===== src/design/vr2d_pkg.sv =====
package vr2d_pkg;

  // Width of the CORDIC datapath: Q2.30 coordinates plus headroom, and z.
  localparam int CW = 34;

  localparam logic signed [CW-1:0] UNIT_Q30 = CW'(64'sd1073741824);

  // atan(2^-i) in binary-angle units, 2^32 per turn.
  localparam logic [31:0] ARC_TABLE [32] = '{
    32'd536870912, 32'd316933406, 32'd167458907, 32'd85004756, 32'd42667331,
    32'd21354465, 32'd10679838, 32'd5340245, 32'd2670163, 32'd1335087,
    32'd667544, 32'd333772, 32'd166886, 32'd83443, 32'd41722, 32'd20861,
    32'd10430, 32'd5215, 32'd2608, 32'd1304, 32'd652, 32'd326, 32'd163,
    32'd81, 32'd41, 32'd20, 32'd10, 32'd5, 32'd3, 32'd1, 32'd1, 32'd0
  };

  typedef struct packed {
    logic signed [CW-1:0] x;
    logic signed [CW-1:0] y;
    logic signed [CW-1:0] z;
  } vr2d_vec_t;

  typedef struct packed {
    logic signed [31:0] vel_x;
    logic signed [31:0] vel_y;
    logic [1:0]         quad;
    logic               last;
  } vr2d_pay_t;

  // Elaboration-time helpers for the gain constant.
  function automatic logic [63:0] isqrt64(input logic [63:0] n_in);
    logic [63:0] n;
    logic [63:0] root;
    logic [63:0] bitv;
    n    = n_in;
    root = '0;
    bitv = 64'd1 << 62;
    for (int k = 0; k < 32; k++) begin
      if (bitv > n) bitv = bitv >> 2;
    end
    for (int k = 0; k < 32; k++) begin
      if (bitv != 0) begin
        if (n >= root + bitv) begin
          n    = n - (root + bitv);
          root = (root >> 1) + bitv;
        end else begin
          root = root >> 1;
        end
        bitv = bitv >> 2;
      end
    end
    return root;
  endfunction

  function automatic logic [63:0] udiv64(input logic [63:0] num, input logic [63:0] den);
    logic [63:0] rem;
    logic [63:0] quo;
    rem = '0;
    quo = '0;
    for (int k = 63; k >= 0; k--) begin
      rem = {rem[62:0], num[k]};
      if (rem >= den) begin
        rem    = rem - den;
        quo[k] = 1'b1;
      end
    end
    return quo;
  endfunction

  function automatic logic [63:0] gain_q30(input int steps);
    logic [63:0] g;
    logic [63:0] s;
    g = 64'd1 << 60;
    for (int i = 0; i < 32; i++) begin
      if (i < steps) g = g + (g >> (2 * i));
    end
    s = isqrt64(g);
    if (s == 0) s = 64'd1;
    return udiv64((64'd1 << 60) + (s >> 1), s);
  endfunction

endpackage


===== src/design/vr2d_cell.sv =====
module vr2d_cell #(
  parameter int STEP = 0
) (
  input  logic              clk,
  input  logic              rst,
  input  logic              en,
  input  logic              in_valid,
  input  vr2d_pkg::vr2d_vec_t in_vec,
  input  vr2d_pkg::vr2d_pay_t in_pay,
  output logic              out_valid,
  output vr2d_pkg::vr2d_vec_t out_vec,
  output vr2d_pkg::vr2d_pay_t out_pay
);
  import vr2d_pkg::*;

  localparam logic signed [CW-1:0] ARC = CW'(ARC_TABLE[STEP]);

  logic signed [CW-1:0] x, y, z, xs, ys;
  logic                 fwd;
  vr2d_vec_t            vec_next;

  assign x   = in_vec.x;
  assign y   = in_vec.y;
  assign z   = in_vec.z;
  assign xs  = x >>> STEP;
  assign ys  = y >>> STEP;
  assign fwd = ~z[CW-1];

  // One micro-rotation: turn toward zero residual angle.
  always_comb begin
    if (fwd) begin
      vec_next.x = x - ys;
      vec_next.y = y + xs;
      vec_next.z = z - ARC;
    end else begin
      vec_next.x = x + ys;
      vec_next.y = y - xs;
      vec_next.z = z + ARC;
    end
  end

  always_ff @(posedge clk) begin
    if (rst) begin
      out_valid <= 1'b0;
    end else if (en) begin
      out_valid <= in_valid;
    end
  end

  always_ff @(posedge clk) begin
    if (en) begin
      out_vec <= vec_next;
      out_pay <= in_pay;
    end
  end

endmodule


===== config.mk =====
export PLATFORM = sky130hd
export DESIGN_NAME = vr2d_cell
export DESIGN_NICKNAME = d
export VERILOG_FILES = /design/src/design/vr2d_pkg.sv /design/src/design/vr2d_cell.sv
export SDC_FILE = /design/constraint.sdc
export NUM_CORES = 1
export LEC_CHECK = 0
export BUFFER_PORTS_ARGS = -buffer_cell sky130_fd_sc_hd__buf_2
export CAP_MARGIN = 10
export CORE_ASPECT_RATIO = 0.7
export CORE_MARGIN = 4
export CORE_UTILIZATION = 40
export CTS_CLUSTER_DIAMETER = 200
export CTS_CLUSTER_SIZE = 10
export DETAILED_ROUTE_END_ITERATION = 12
export GPL_ROUTABILITY_DRIVEN = 0
export SYNTH_ARGS = -nofsm -noshare
export SYNTH_HDL_FRONTEND = slang
export SYNTH_SLANG_ARGS = --single-unit

===== constraint.sdc =====
create_clock -name clk -period 3.3 [get_ports clk]
set_clock_uncertainty 0.2 [all_clocks]
set_input_delay 0.165 -clock clk [delete_from_list [all_inputs] [get_ports clk]]
set_output_delay 0.165 -clock clk [all_outputs]
set_load 0.02 [all_outputs]

==> results.py, run 1 <==
metrics = {
    "setup_path": {
        "cp-start-kind": "input pin",
        "critical-path-max-stage-delay_ns": 0.50,
        "path_delay_family": "simple AND/OR/NAND/NOR gates",
        "crit_path_frequent_cell": "buf_4",
        "critPathKind": "in2reg",
        "crit_chain": "buf_2, inv_1, ha_1, buf_4, nor4_1, o21ai_0, nand2_1, and3_1, nor2_2, o31ai_4, a211oi_1, buf_4, o311ai_1, xnor2_1",
        "rr_startpoint": "out_valid",
        "reg2reg_depth": 3,
        "slowest_stage": "nor4_1",
        "r2r_slack_ns": 1.95,
        "arrival_ns": 3.02,
        "critPathRequiredTime_ns": 3.26,
        "crit_path_end_kind": "flip-flop",
        "r2r-end": "out_valid",
        "crit_buf_inv": 4,
        "crit_fanout": 5,
    },
    "route": {
        "final_antenna_net_count": 0,
        "drt_first_pass_iters": 5,
        "first_iter_violations": 1079,
        "vias": 10500,
        "drcViolationCount": 0,
        "finalWirelength_um": 40600,
        "wl_per_cell_um": 20.6,
        "avgViaCountPerCell": 5.35,
    },
    "synthesis": {
        "syn-num-nets": 1358,
        "synth-seq-cells": 169,
        "syn_area_per_cell_um2": 10.3,
        "synth.cell_area_mm2": 0.0111,
        "netlist_instances": 1079,
        "ys_warn_count": 0,
        "ys_seq_area_share_pct": 45.8,
        "yosysUniqueCellTypes": 81,
        "synth-edff-count": 168,
        "ys.flop_type": "edfxtp_1",
        "async_reset_ff_share_pct": 0,
    },
    "timing": {
        "setup_tns_ns": 0,
        "drv_slew": 0,
        "fin_crit_sh_pct": 92.8,
        "hold_viol": 0,
        "fmax_mhz": 327,
        "worstMarginPinSlew_ns": 0.932,
        "rsz0062_at_grt": "false",
        "relSlewSlack_pct": 37.9,
        "finalSetupViolCount": 0,
        "period_needed_ns": 3.06,
    },
    "global_route": {
        "grt_max_degree": 88,
        "antenna_found_initial": 3,
        "grt_pass1_wl_um": 60200,
        "grt_pass1_vias": 9936,
        "track_usage_pct": 25.6,
        "overflow": 0,
    },
    "pwr": {
        "irDropWorstVdd_mv": 0.262,
        "powerDensity_mw_per_mm2": 456,
        "finalPower_mw": 7.01,
        "leakage_nw": 6.85,
    },
    "clock_tree": {
        "h-tree-depth": 4,
        "cts_sinks": 169,
        "numCtsBuffers": 17,
        "clockBufferDepth": 2,
        "clk_latency_ns": 0.42,
        "clk_pin_slew_ns": 0.07,
        "cts_root_buf": "clkbuf_16",
        "cts_tree": "built",
    },
    "finish": {
        "layout-drive-gt1-share_pct": 30.4,
        "area_growth_pct": 38.8,
        "fin_util_pct": 57.0,
        "instances_no_fill": 1969,
        "final.fill_count": 2361,
        "fin_nets": 1867,
    },
    "place": {
        "io_buffer_count": 342,
        "dp_cells": 1830,
        "hpwlAfterDp_um": 32300,
    },
    "status": {
        "outcome": "complete, no violations",
    },
    "floorplan": {
        "initial_core_util_pct": 41.0,
        "core_area_mm2": 0.0270,
        "io_pins": 343,
        "die_x_um": 207,
        "rows": 50,
        "fp.dieArea_mm2": 0.0304,
        "dieHeight_um": 147,
    },
    "hold_path": {
        "holdPathEnd": "out_vec[67]",
        "holdPathStages": 3,
        "hp-start": "in_vec[67]",
        "hold_class": "in2reg",
    },
    "run": {
        "drv_cap": 0,
    },
}
==> metrics by stage <==
stage | worst slack, ns | cell area, µm² | hold WS [ns]
3_5_place_dp | -0.105 | 13700 | 0.136
2_1_floorplan | 0.488 | 11100 | 0.0374
4_1_cts | 0.348 | 15400 | 0.000984
5_1_grt | 0.0515 | 15400 | 0.0363
6_report | 0.238 | 15400 | 0.0109
3_3_place_gp | -0.151 | 13700 | 0.125
==> cells in the final DEF, fill, tap and decap left out, types with 19 or more instances in the layout <==
master         count
ha_1             102
o21bai_1          22
a21oi_1          113
nor2_1            71
inv_1             93
nand2_1           53
edfxtp_1         168
mux2i_1           19
dlygate4sd3_1    103
buf_2            341
buf_4             89
xnor2_1           59
o21ai_0           60
nor3_1            22
==> worst register-to-register path, delay by kind of cell (launching register included) <==
kind          cells  cell delay [ns]
buf+inv           1             0.55
flops             1             0.31
mux               1             0.13
simple gates      1             0.06
==> flip-flops by register name, indices dropped and copies added, names as in the netlist <==
signal and flops:
out_pay 67, out_vec 101, out_valid 1
==> Yosys cell counts, types with 3 or more instances <==
master	number	area share (%)
edfxtp_1	168	46
a21oi_1	113	5.1
ha_1	102	12
inv_1	93	3.2
nor2_1	71	2.4
o21ai_0	60	2.7
xnor2_1	59	4.7
nand2_1	53	1.8
nor3_1	22	1.0
o21bai_1	22	1.5
clkbuf_1	21	0.71
mux2i_1	19	1.7
o21ai_1	18	0.81
a21o_1	17	1.2
buf_2	16	0.72
a211oi_1	14	0.95
nand4_1	14	0.79
o31ai_1	14	0.95
nand3_1	12	0.54
nor2b_1	11	0.62
nor4_1	11	0.62
inv_2	9	0.31
o21a_1	9	0.61
a31oi_1	8	0.45
xor2_1	8	0.63
o211ai_1	7	0.47
and3_1	5	0.28
buf_1	5	0.17
nand2b_1	5	0.28
a211o_1	4	0.32
buf_4	4	0.27
fa_1	4	0.72
nand3b_1	4	0.27
o2111ai_1	4	0.32
or3_1	4	0.23
a22oi_1	3	0.20
a32oi_1	3	0.24
clkinv_1	3	0.10
nor3b_1	3	0.20
o31a_1	3	0.24
==> kinds of logic after synthesis <==
group           count (synthesis)  share of synthesized area [%]
compound gates                336                           19.4
fa+ha+maj                     106                           12.3
simple gates                  231                           10.1
flops                         169                           45.8
xor+xnor                       67                           5.30
buf+inv                       151                           5.44
mux                            19                           1.72
==> how the worst max path moves through the flow <==
stage                          start            to  slack (ns)  depth (start not counted)
after floorplan           in_vec[34]  out_vec[100]        0.49                         11
after global placement    in_vec[40]   out_vec[66]       -0.15                         13
after detailed placement  in_vec[43]   out_vec[66]       -0.11                         14
after CTS                 in_vec[43]   out_vec[66]        0.35                         14
after global routing      in_vec[42]  out_vec[101]        0.05                         13
final                     in_vec[43]   out_vec[66]        0.24                         14
==> report_power, final <==
| group | total, mW | internal [mW] | switching, mW |
|---|---|---|---|
| clock | 1.92 | 1.01 | 0.908 |
| sequential | 2.75 | 2.68 | 0.0666 |
| combinational | 2.34 | 0.887 | 1.46 |
==> cell type report <==
class / instances / area [µm²] / share of cell area, %
well taps: 364 / 455 / 2.96
inverters: 105 / 394 / 2.57
clock inverters: 15 / 155 / 1.01
multi-input cells: 759 / 5400 / 35.1
flip-flops and latches: 169 / 5060 / 33.0
repair buffers: 536 / 3460 / 22.5
diodes: 4 / 10.0 / 0.0652
clock buffers: 17 / 425 / 2.77
==> routing by layer <==
layer  share of wire, %  vias to the layer above  GRT usage [%]
met5                  0                        -              0
met4                1.8                        0           6.04
met3                 11                       33           5.78
met2                 43                      570           38.1
met1                 44                     4972           38.1
li1                   -                     4959              -
==> repair_timing <==
action / in CTS / in global routing
resized for setup: 0 / 0
setup buffers: 0 / 0
endpoints found under the hold margin: 151 / 0
hold buffers: 103 / 0
Note: power is estimated with default switching activity, not from simulation.
==> inputs of run 2 (changes only) <==
==> constraint.sdc (replaced) <==
create_clock -name clk -period 3.3 [get_ports clk]
set_clock_uncertainty 0.2 [all_clocks]
set_input_delay 0.495 -clock clk [delete_from_list [all_inputs] [get_ports clk]]
set_output_delay 0.495 -clock clk [all_outputs]
set_load 0.02 [all_outputs]
==> results.py, run 2 (synthesis gave the netlist of run 1 again) <==
metrics = {
    "clock_tree": {
        "clockBufferDepth": 2,
        "cts_root_buf": "clkbuf_16",
        "numCtsBuffers": 17,
        "clk_latency_ns": 0.42,
        "clk_pin_slew_ns": 0.07,
        "h-tree-depth": 4,
        "cts_tree": "built",
        "cts_sinks": 169,
        "cts_setup_buffers": 0,
    },
    "pwr": {
        "p_switching_mw": 2.39,
        "p_comb_share_pct": 34.2,
        "leakage_nw": 7.09,
        "p_int_mw": 4.77,
        "irDropWorstVdd_mv": 0.307,
        "powerDensity_mw_per_mm2": 464,
        "p_seq_share_pct": 38.2,
        "finalPower_mw": 7.17,
        "power_frac_clock_pct": 27.7,
        "switching_share_pct": 33.4,
    },
    "timing": {
        "fmax_mhz": 307,
        "period_needed_ns": 3.26,
        "worstMarginPinSlew_ns": 0.934,
        "drv_slew": 0,
        "relSlewSlack_pct": 37.7,
        "hold_viol": 0,
        "finalSetupViolCount": 0,
        "rsz0062_at_grt": "false",
        "fin_crit_sh_pct": 98.8,
    },
    "finish": {
        "final.fill_count": 2409,
        "top_regs": "out_vec (101), out_pay (67), out_valid (1)",
        "final_common_cell": "buf_2",
        "regMostFlops": "out_vec",
        "largest_reg_flops": 101,
        "final_cell_mix": "341 x buf_2, 225 x buf_4, 168 x edfxtp_1",
        "fin_nets": 1902,
        "area_growth_pct": 39.6,
        "final_area_mm2": 0.0154,
        "layout-drive-gt1-share_pct": 38.5,
    },
    "place": {
        "hpwlAfterDp_um": 33900,
        "io_buffer_count": 342,
        "place_area_mm2": 0.0148,
    },
    "route": {
        "first_iter_violations": 1189,
        "avgViaCountPerCell": 5.28,
        "finalWirelength_um": 40300,
        "vias": 10600,
        "drcViolationCount": 0,
        "final_antenna_net_count": 0,
        "wl_per_cell_um": 20.1,
        "drt_first_pass_iters": 6,
    },
    "floorplan": {
        "rows": 50,
        "initial_core_util_pct": 41.0,
        "dieHeight_um": 147,
        "io_pins": 343,
        "fp.dieArea_mm2": 0.0304,
        "core_area_mm2": 0.0270,
        "die_x_um": 207,
    },
    "setup_path": {
        "cp-start-kind": "input pin",
        "critPathKind": "in2reg",
        "arrival_ns": 3.24,
        "crit_fanout": 3,
        "crit_path_end_kind": "flip-flop",
        "critPathRequiredTime_ns": 3.28,
    },
    "global_route": {
        "grt_pass1_vias": 9976,
        "grt_pass1_wl_um": 59500,
        "antenna_found_initial": 5,
        "overflow": 0,
        "track_usage_pct": 25.6,
        "grt_max_degree": 88,
    },
    "hold_path": {
        "hold_class": "in2reg",
    },
    "run": {
        "drv_cap": 0,
    },
    "status": {
        "outcome": "complete, no violations",
    },
}
[run 2: cell type report]
| cell class | count | area [µm²] | area share [%] |
|---|---|---|---|
| flip-flops and latches | 169 | 5060 | 32.8 |
| multi-input cells | 759 | 5440 | 35.2 |
| clock buffers | 18 | 429 | 2.78 |
| repair buffers | 571 | 3480 | 22.5 |
| diodes | 5 | 12.5 | 0.0810 |
| clock inverters | 14 | 171 | 1.11 |
| inverters | 105 | 394 | 2.55 |
| well taps | 364 | 455 | 2.95 |
[run 2: power by group through the flow]
stage	Combinational, mW	Clock, mW	Sequential, mW
2_1_floorplan	0.917	0	3.12
3_3_place_gp	2.37	0	2.78
3_5_place_dp	2.39	0	2.78
4_1_cts	2.40	2.02	2.74
5_1_grt	2.61	2.13	2.76
6_report	2.45	1.98	2.73
[run 2: critical path, stage by stage]
cell	delay (ns)
buf_2	0.10
buf_4	0.13
ha_1	0.20
nor2b_1	0.14
a2111oi_0	0.46
buf_4	0.20
nand3_1	0.07
o21ai_1	0.26
a21oi_2	0.16
buf_4	0.17
a211oi_1	0.37
buf_4	0.20
nand2_1	0.05
o31a_1	0.12
xnor2_1	0.12
[run 2: final timing paths]
kind              startpoint           to  slack [ns]  cells after the start
setup / recovery  in_vec[45]  out_vec[63]        0.04                     15
hold reg to reg    out_valid    out_valid        0.29                      2
setup reg to reg   out_valid    out_valid        2.52                      2
hold / removal    in_pay[10]  out_pay[10]        0.04                      1
[run 2: per-stage QoR]
| step | TNS (ns) | setup slack [ns] | hold WS (ns) | cells | util, % |
|---|---|---|---|---|---|
| 6_report | 0 | 0.0408 | 0.0412 | 2005 | 57.3 |
| 3_5_place_dp | -4.54 | -0.348 | 0.282 | 1967 | 54.8 |
| 5_1_grt | 0 | 0.00899 | 0.0183 | 2002 | 57.3 |
| 2_1_floorplan | 0 | 0.158 | 0.367 | 1079 | - |
| 4_1_cts | 0 | 0.113 | 0.0208 | 2000 | 57.1 |
| 3_3_place_gp | -3.28 | -0.330 | 0.274 | 1967 | 54.8 |
[run 2: per-layer routing]
metal / track usage [%] / wire length [µm] / vias up
li1: - / - / 5013
met3: 6.88 / 4530 / 42
met1: 37.8 / 18100 / 4953
met4: 6.01 / 679 / 2
met5: 0 / 7 / -
met2: 37.3 / 17000 / 576
[run 2: timing repair]
| action | 4_1_cts | 5_1_grt |
|---|---|---|
| hold buffers | 1 | 0 |
| endpoints found under the setup margin | 0 | 7 |
| endpoints found under the hold margin | 1 | 0 |
| resized for setup | 0 | 7 |
